$ cat src/hdl/prbs_pkg.sv
// Shared types and constants for the priority request buffer select block.
// No dependencies; every other file of the block refers to this package.
package prbs_pkg;

  localparam int unsigned SlotsDefault     = 8;
  localparam int unsigned MaxSourceDefault = 15;

  localparam int unsigned SourceW   = 4;
  localparam int unsigned SequenceW = 16;
  localparam int unsigned StampW    = 32;
  localparam int unsigned SlotW     = 3;
  localparam int unsigned SiuW      = 4;

  localparam logic [SiuW-1:0] SiuReset = 4'd8;

  typedef enum logic {
    CmdWrite  = 1'b0,
    CmdSelect = 1'b1
  } cmd_e;

  // One stored request.
  typedef struct packed {
    logic [SourceW-1:0]   source;
    logic [SequenceW-1:0] sequence_num;
    logic [StampW-1:0]    stamp;
  } slot_entry_t;

endpackage

$ cat src/hdl/prbs_slot_store.sv
// Request slot storage: entry memory plus per-slot occupancy marks.
// Depends on prbs_pkg for the entry type.
module prbs_slot_store #(
  parameter int unsigned SLOTS = prbs_pkg::SlotsDefault,
  parameter int unsigned IW    = $clog2(SLOTS)
) (
  input  logic                  clk_i,
  input  logic                  rst_ni,
  input  logic                  wr_en_i,
  input  logic [IW-1:0]         wr_idx_i,
  input  prbs_pkg::slot_entry_t wr_entry_i,
  input  logic                  clr_en_i,
  input  logic [IW-1:0]         clr_idx_i,
  input  logic                  rd_en_i,
  input  logic [IW-1:0]         rd_idx_i,
  output prbs_pkg::slot_entry_t rd_entry_o,
  output logic                  rd_occ_o,
  output logic [IW-1:0]         rd_idx_o
);

  prbs_pkg::slot_entry_t mem [SLOTS];
  logic [SLOTS-1:0]      occ_q;

  always_ff @(posedge clk_i) begin
    if (wr_en_i) begin
      mem[wr_idx_i] <= wr_entry_i;
    end
    if (rd_en_i) begin
      rd_entry_o <= mem[rd_idx_i];
      rd_idx_o   <= rd_idx_i;
    end
  end

  always_ff @(posedge clk_i or negedge rst_ni) begin
    if (!rst_ni) begin
      occ_q    <= '0;
      rd_occ_o <= 1'b0;
    end else begin
      if (wr_en_i) begin
        occ_q[wr_idx_i] <= (wr_entry_i.source != '0);
      end else if (clr_en_i) begin
        occ_q[clr_idx_i] <= 1'b0;
      end
      if (rd_en_i) begin
        rd_occ_o <= occ_q[rd_idx_i];
      end
    end
  end

endmodule

$ cat src/hdl/prbs_scan_unit.sv
// Shared compare unit: keeps the best request seen so far during a scan.
// Depends on prbs_pkg for the entry type.
module prbs_scan_unit #(
  parameter int unsigned IW = prbs_pkg::SlotW
) (
  input  logic                  clk_i,
  input  logic                  rst_ni,
  input  logic                  init_i,
  input  logic                  cand_valid_i,
  input  logic                  cand_occ_i,
  input  prbs_pkg::slot_entry_t cand_entry_i,
  input  logic [IW-1:0]         cand_idx_i,
  output logic                  have_o,
  output prbs_pkg::slot_entry_t best_entry_o,
  output logic [IW-1:0]         best_idx_o
);

  logic better;

  // Strict compares keep the lower slot index on a full tie.
  always_comb begin
    better = cand_valid_i && cand_occ_i &&
             (!have_o ||
              (cand_entry_i.source < best_entry_o.source) ||
              ((cand_entry_i.source == best_entry_o.source) &&
               (cand_entry_i.sequence_num < best_entry_o.sequence_num)));
  end

  always_ff @(posedge clk_i or negedge rst_ni) begin
    if (!rst_ni) begin
      have_o <= 1'b0;
    end else if (init_i) begin
      have_o <= 1'b0;
    end else if (better) begin
      have_o <= 1'b1;
    end
  end

  always_ff @(posedge clk_i) begin
    if (init_i) begin
      best_entry_o <= '0;
      best_idx_o   <= '0;
    end else if (better) begin
      best_entry_o <= cand_entry_i;
      best_idx_o   <= cand_idx_i;
    end
  end

endmodule

$ cat src/hdl/priority_request_buffer_select.sv
// Top level of the priority request buffer select block.
// Depends on prbs_pkg, prbs_slot_store and prbs_scan_unit.
//
// Usage: drive start with a request; it is taken when busy is low. With n
// as min(slots_in_use, SLOTS), a write request (command 0) fills or clears
// one slot below n in the accepting cycle (writes to others are dropped);
// it gives no result, and busy does not rise, so writes can follow back to
// back. A select request (command 1) raises busy while the slots below n are
// read in turn through the single memory read port and the one shared
// comparator; StLast compares the last read and StFin presents the result.
// With n equal to 0 there is no scan, and busy stays high for the single
// result cycle only. That result is on the chosen_* ports in the cycle in
// which result_strobe_o is high; the receiver cannot stall it, so capture it
// then. The winner has the lowest source, then sequence, then slot index,
// and its slot is emptied. With nothing occupied, found_o is 0 and every
// other field is 0. Write slots_in_use only while busy is low.
module priority_request_buffer_select #(
  parameter int unsigned SLOTS      = prbs_pkg::SlotsDefault,
  parameter int unsigned MAX_SOURCE = prbs_pkg::MaxSourceDefault
) (
  input  logic                           clk_i,
  input  logic                           rst_ni,
  input  logic                           cfg_we_i,
  input  logic [prbs_pkg::SiuW-1:0]      cfg_wdata_i,
  input  logic                           start,
  output logic                           busy,
  input  logic                           command_i,
  input  logic [prbs_pkg::SlotW-1:0]     slot_i,
  input  logic [prbs_pkg::SourceW-1:0]   source_i,
  input  logic [prbs_pkg::SequenceW-1:0] sequence_req_i,
  input  logic [prbs_pkg::StampW-1:0]    stamp_i,
  output logic                           result_strobe_o,
  output logic                           found_o,
  output logic [prbs_pkg::SourceW-1:0]   chosen_source_o,
  output logic [prbs_pkg::SequenceW-1:0] chosen_sequence_o,
  output logic [prbs_pkg::StampW-1:0]    chosen_stamp_o,
  output logic [prbs_pkg::SlotW-1:0]     chosen_slot_o
);

  localparam int unsigned IW   = $clog2(SLOTS);
  localparam int unsigned CntW = $clog2(SLOTS + 1);
  localparam int unsigned CmpW = (CntW > prbs_pkg::SiuW) ? CntW : prbs_pkg::SiuW;

  localparam logic [CmpW-1:0]              SlotsCnt  = CmpW'(SLOTS);
  localparam logic [7:0]                   MaxSrc8   = 8'(MAX_SOURCE);
  localparam logic [prbs_pkg::SourceW-1:0] MaxSrcLim = prbs_pkg::SourceW'(MAX_SOURCE);

  typedef enum logic [3:0] {
    StIdle = 4'b0001,
    StScan = 4'b0010,
    StLast = 4'b0100,
    StFin  = 4'b1000
  } state_e;

  state_e state_q, state_d;

  logic [prbs_pkg::SiuW-1:0] siu_q;
  logic [CmpW-1:0]           n_lim;
  logic [IW-1:0]             rd_idx_q, rd_idx_d;
  logic                      cand_v_q;

  logic                  accept;
  logic                  wr_en;
  logic                  sel_go;
  prbs_pkg::slot_entry_t wr_entry;
  logic [prbs_pkg::SourceW-1:0] src_sat;

  prbs_pkg::slot_entry_t rd_entry;
  logic                  rd_occ;
  logic [IW-1:0]         rd_idx;

  logic                  have;
  prbs_pkg::slot_entry_t best_entry;
  logic [IW-1:0]         best_idx;

  // Effective slot count: the register, capped at the slot count.
  assign n_lim = (CmpW'(siu_q) > SlotsCnt) ? SlotsCnt : CmpW'(siu_q);

  assign busy   = (state_q != StIdle);
  assign accept = start && !busy;
  assign sel_go = accept && (prbs_pkg::cmd_e'(command_i) == prbs_pkg::CmdSelect);

  // Saturate the written source, and drop writes outside the active range.
  assign src_sat = (8'(source_i) > MaxSrc8) ? MaxSrcLim : source_i;
  assign wr_en   = accept && (prbs_pkg::cmd_e'(command_i) == prbs_pkg::CmdWrite) &&
                   (CmpW'(slot_i) < n_lim);

  always_comb begin
    wr_entry              = '0;
    wr_entry.source       = src_sat;
    wr_entry.sequence_num = sequence_req_i;
    wr_entry.stamp        = stamp_i;
  end

  // Configuration register.
  always_ff @(posedge clk_i or negedge rst_ni) begin
    if (!rst_ni) begin
      siu_q <= prbs_pkg::SiuReset;
    end else if (cfg_we_i) begin
      siu_q <= cfg_wdata_i;
    end
  end

  // Sequencer: issue one slot read per cycle and compare each read in the next cycle.
  always_comb begin
    state_d  = state_q;
    rd_idx_d = rd_idx_q;
    case (state_q)
      StIdle: begin
        if (sel_go) begin
          rd_idx_d = '0;
          state_d  = (n_lim == '0) ? StFin : StScan;
        end
      end
      StScan: begin
        if (CmpW'(rd_idx_q) == (n_lim - CmpW'(1))) begin
          state_d = StLast;
        end else begin
          rd_idx_d = rd_idx_q + IW'(1);
        end
      end
      StLast: begin
        state_d = StFin;
      end
      StFin: begin
        state_d = StIdle;
      end
      default: begin
        state_d = StIdle;
      end
    endcase
  end

  always_ff @(posedge clk_i or negedge rst_ni) begin
    if (!rst_ni) begin
      state_q  <= StIdle;
      rd_idx_q <= '0;
      cand_v_q <= 1'b0;
    end else begin
      state_q  <= state_d;
      rd_idx_q <= rd_idx_d;
      cand_v_q <= (state_q == StScan);
    end
  end

  prbs_slot_store #(
    .SLOTS (SLOTS),
    .IW    (IW)
  ) u_store (
    .clk_i      (clk_i),
    .rst_ni     (rst_ni),
    .wr_en_i    (wr_en),
    .wr_idx_i   (IW'(slot_i)),
    .wr_entry_i (wr_entry),
    .clr_en_i   ((state_q == StFin) && have),
    .clr_idx_i  (best_idx),
    .rd_en_i    (state_q == StScan),
    .rd_idx_i   (rd_idx_q),
    .rd_entry_o (rd_entry),
    .rd_occ_o   (rd_occ),
    .rd_idx_o   (rd_idx)
  );

  prbs_scan_unit #(
    .IW (IW)
  ) u_scan (
    .clk_i        (clk_i),
    .rst_ni       (rst_ni),
    .init_i       (sel_go),
    .cand_valid_i (cand_v_q),
    .cand_occ_i   (rd_occ),
    .cand_entry_i (rd_entry),
    .cand_idx_i   (rd_idx),
    .have_o       (have),
    .best_entry_o (best_entry),
    .best_idx_o   (best_idx)
  );

  // Strobe the result in the single finishing cycle. The best registers
  // were cleared at the start of the select, so an empty scan reads as zero.
  assign result_strobe_o   = (state_q == StFin);
  assign found_o           = have;
  assign chosen_source_o   = best_entry.source;
  assign chosen_sequence_o = best_entry.sequence_num;
  assign chosen_stamp_o    = best_entry.stamp;
  assign chosen_slot_o     = prbs_pkg::SlotW'(best_idx);

endmodule

$ cat config.mk
export PLATFORM = sky130hd
export DESIGN_NAME = priority_request_buffer_select
export DESIGN_NICKNAME = d
export VERILOG_FILES = /design/src/hdl/prbs_pkg.sv /design/src/hdl/prbs_slot_store.sv /design/src/hdl/prbs_scan_unit.sv /design/src/hdl/priority_request_buffer_select.sv
export SDC_FILE = /design/constraint.sdc
export NUM_CORES = 1
export LEC_CHECK = 0
export BUFFER_PORTS_ARGS = -buffer_cell sky130_fd_sc_hd__buf_4
export CORE_ASPECT_RATIO = 1.1
export CORE_MARGIN = 5
export CORE_UTILIZATION = 45
export DETAILED_ROUTE_END_ITERATION = 8
export PLACE_DENSITY = 0.62
export SLEW_MARGIN = 20
export SYNTH_ARGS = -nofsm -noshare
export SYNTH_HDL_FRONTEND = slang
export SYNTH_HIERARCHICAL = 1
export SYNTH_SLANG_ARGS = --single-unit
$ cat constraint.sdc
create_clock -name clk_i -period 11.7 [get_ports clk_i]
set_clock_uncertainty 0.15 [all_clocks]
set_input_delay 0.585 -clock clk_i [delete_from_list [all_inputs] [get_ports clk_i]]
set_output_delay 0.585 -clock clk_i [all_outputs]
set_load 0.01 [all_outputs]
==> summary.md <==
| Metric | Value |
|---|---|
| Power Internal | 3474 uW |
| DRT antenna net count | 0 |
| Main synth FF type | edfxtp_1 |
| Post-synth EDFFs | 471 |
| Sw Share | 22.85% |
| Avg Inst Size Synth | 19.93 um^2 |
| TNS Setup | 0 ps |
| Register area share after synthesis | 73.32% |
| Post-synth top area cell | edfxtp_1 |
| Clock tree from TritonCTS | yes |
| WHS | 95.03 ps |
| Arrival @ worst endpoint | 3840 ps |
| Die ar. | 52360 um^2 |
| Post-synth top area share | 65.64% |
| Worst Setup End Kind | register |
| Power share of the combinational group | 13.2% |
| DRT Pass-1 Iters | 5 |
| Floorplan row count | 84 |
| Worst r2r src | siu_q[3] |
| Setup ws final | 8163 ps |
| Most common cell in the netlist | edfxtp_1 |
| Post-DR wirelength/cell | 21.84 um |
| Global-route wire length before repair | 64180 um |
| Routability cong. | 0.7361 |
| Post CTS Setup Buffer Count | 0 |
| Worst-path clk slew | 60 ps |
| Largest fanout on the critical path | 54 |
| Synth area leaders | edfxtp_1 (66%), mux4_2 (11%), dfxtp_1 (5.1%) |
| Status | complete, no violations |
| Final-stage net count | 1310 |
| Final wirelength | 41770 um |
| Chip height | 239.5 um |
| Drt drc | 0 |
| Synth unique cells | 55 |
| Fin. max-slew vios | 0 |
| DRT iter0 DRCs | 549 |
| RSZ-0062 raised after global routing | false |
| Reg2Reg Depth | 9 |
| Hold/Removal Path Class | in2reg |
| Clock Path Buffers | 3 |
| Hold Crit Depth | 1 |
| P_leak | 0.008488 uW |
| Setup violators final | 0 |
| Critical path type | reg2reg |
| Core Region | 47610 um^2 |
| Period utilisation layout | 30.23% |
| R2r endpoint | u_store/occ_q[2] |
| Largest net degree at the start of global routing | 65 |
| Synth Register Bits | 548 |
| Clock power share | 35.6% |
| Root Driver | clkbuf_16 |
| Number of warnings issued by yosys | 6 |
| Clock Latency Late Sink | 570 ps |
| Number of max-cap violations | 0 |
| Syn Nets | 1168 |
| Die width | 218.6 um |
| Grt ovf | 0 |
| Ports | 122 |
| Final Hold Viols | 0 |
| Worst Tran Pin Value | 1015 ps |
| CTS Sinks | 548 |
| Cell Pwr Density | 181.8 nW/um^2 |
| Commonest cells in the netlist | edfxtp_1 (471), nand2b_1 (114), mux4_2 (105) |
| Post-layout util | 52.03% |
| Area Growth Syn to Fin | 14.96% |
| Post-route minimum period | 3537 ps |
| Cells after synthesis | 1081 |
| Async SR Flop Fraction | 4.015% |
| Hpwl dp | 22590 um |
| Vias in the first global route | 10730 |
| Layout cells sized above 1 | 31.02% |
| CP startpoint kind | register |
| H-tree depth | 2 |
| Via/cell ratio | 5.305 |
| Synthesized area | 21550 um^2 |
| FF-to-FF setup slack | 8160 ps |
| Total number of vias | 10150 |
| Max_slew headroom | 32.34% |
| Initial antenna violation count | 3 |
| Fmax | 282.7 MHz |
| Initial core utilization | 45.26% |
| Tot GR Track Use | 16.01% |
| CP required | 12010 ps |
| Peak supply drop | 0.1032 mV |
| Hold endpoint | u_store/mem[0][31] |
| Sw power | 1029 uW |
| Pre-CTS setup slack | 7864 ps |
| CTS Buf Count | 53 |
| Sequential Power Share | 51.2% |
| Hold path start | stamp_i[31] |
| I/O Buffers | 121 |
layout make-up:
type                       instances  area [um^2]
multi-input combinational        457         5376
inverter                          25        93.84
fill                            3706        22840
antenna                            1        2.502
sequential                       548        15810
tap                              645        807.0
clock buffer                      67         1409
timing repair buffer             138         1042
clock inverter                    32        232.7
routing by layer:
| layer | wire, um | part of all wire (%) | track usage (%) | vias to the layer above |
|---|---|---|---|---|
| met5 | 40 | 0.096 | 0 | - |
| met4 | 693 | 1.7 | 3.654 | 4 |
| met3 | 1798 | 4.3 | 3.034 | 60 |
| met2 | 21200 | 51 | 27.35 | 177 |
| met1 | 18040 | 43 | 21.63 | 5322 |
| li1 | - | - | - | 4586 |
placed cells by master (no fill, tap or decap), types with 3 or more instances in the layout:
master	Yosys	final
nand2_1	8	8
mux2i_1	62	62
nor2_1	4	4
inv_1	25	23
dfxtp_1	55	55
bufinv_16	0	3
clkinv_1	0	13
buf_4	0	136
ha_1	23	23
mux4_2	105	105
nand3_1	3	3
clkbuf_8	0	3
nor3b_1	5	5
and3b_1	3	3
a21o_1	3	3
clkinv_2	0	12
nor4bb_4	0	3
clkbuf_1	26	11
dfrtp_1	20	17
nand4_1	5	5
a21oi_1	7	7
edfxtp_1	471	471
o22ai_1	7	7
a22o_1	8	8
mux2_2	56	56
nor2b_1	4	4
nor3_1	4	4
nand2b_1	114	114
clkbuf_16	0	53
and4b_2	0	3
cell families after synthesis:
logic type | count (synthesis) | share of synthesized area [%]
XOR/XNOR | 3 | 0.1220
AND/OR/NAND/NOR | 165 | 4.930
buffers and inverters | 76 | 2.032
multiplexers | 223 | 16.78
adder cells (fa/ha/maj) | 23 | 1.336
AO/OA/AOI/OAI | 43 | 1.481
flip-flops | 548 | 73.32
registers in the layout (all words and copies together), names as in the netlist:
register             count
cand_v_q                 1
rd_idx_q                 3
siu_q                    4
state_q                  4
u_scan/best_entry_o     52
u_scan/best_idx_o        3
u_scan/have_o            1
u_store/mem            416
u_store/occ_q            8
u_store/rd_entry_o      52
u_store/rd_idx_o         3
u_store/rd_occ_o         1
per-stage QoR:
step / cell area, um^2 / power, uW / std cells
floorplan: 21550 / 2778 / 1081
global placement: 23100 / 2947 / 1811
detailed placement: 23100 / 2957 / 1811
CTS: 24760 / 4570 / 1911
global route: 24770 / 4707 / 1912
finish: 24770 / 4502 / 1913
repair_timing:
item                                   in CTS  in global routing
endpoints found under the hold margin      22                  0
hold buffers                                1                  0
gates resized for setup                     0                  0
worst max path at each step:
stage / start / endpoint / slack [ps]
3_3_place_gp: slot_i[0] / u_store/occ_q[2] / 7870
6_report: siu_q[3] / u_store/occ_q[2] / 8160
4_1_cts: siu_q[3] / u_store/occ_q[6] / 8120
2_1_floorplan: slot_i[0] / u_store/occ_q[0] / 3480
3_5_place_dp: slot_i[0] / u_store/occ_q[4] / 7860
5_1_grt: siu_q[3] / u_store/occ_q[4] / 7910
power by group through the flow:
stage / clock, uW / combinational, uW / sequential, uW
2_1_floorplan: 0 / 467 / 2310
3_3_place_gp: 0 / 601 / 2350
3_5_place_dp: 0 / 609 / 2350
4_1_cts: 1650 / 611 / 2310
5_1_grt: 1740 / 652 / 2320
6_report: 1600 / 595 / 2300
critical path, stage by stage (launching register included):
cell and delay, ps:
dfstp_2 590, nand2b_1 160, ha_1 240, a21o_1 160, a21oi_1 130, o21a_1 480
nor4bb_4 370, buf_4 740, o22ai_1 190, a22o_1 210
No activity file was read; power rests on OpenSTA's default activity.
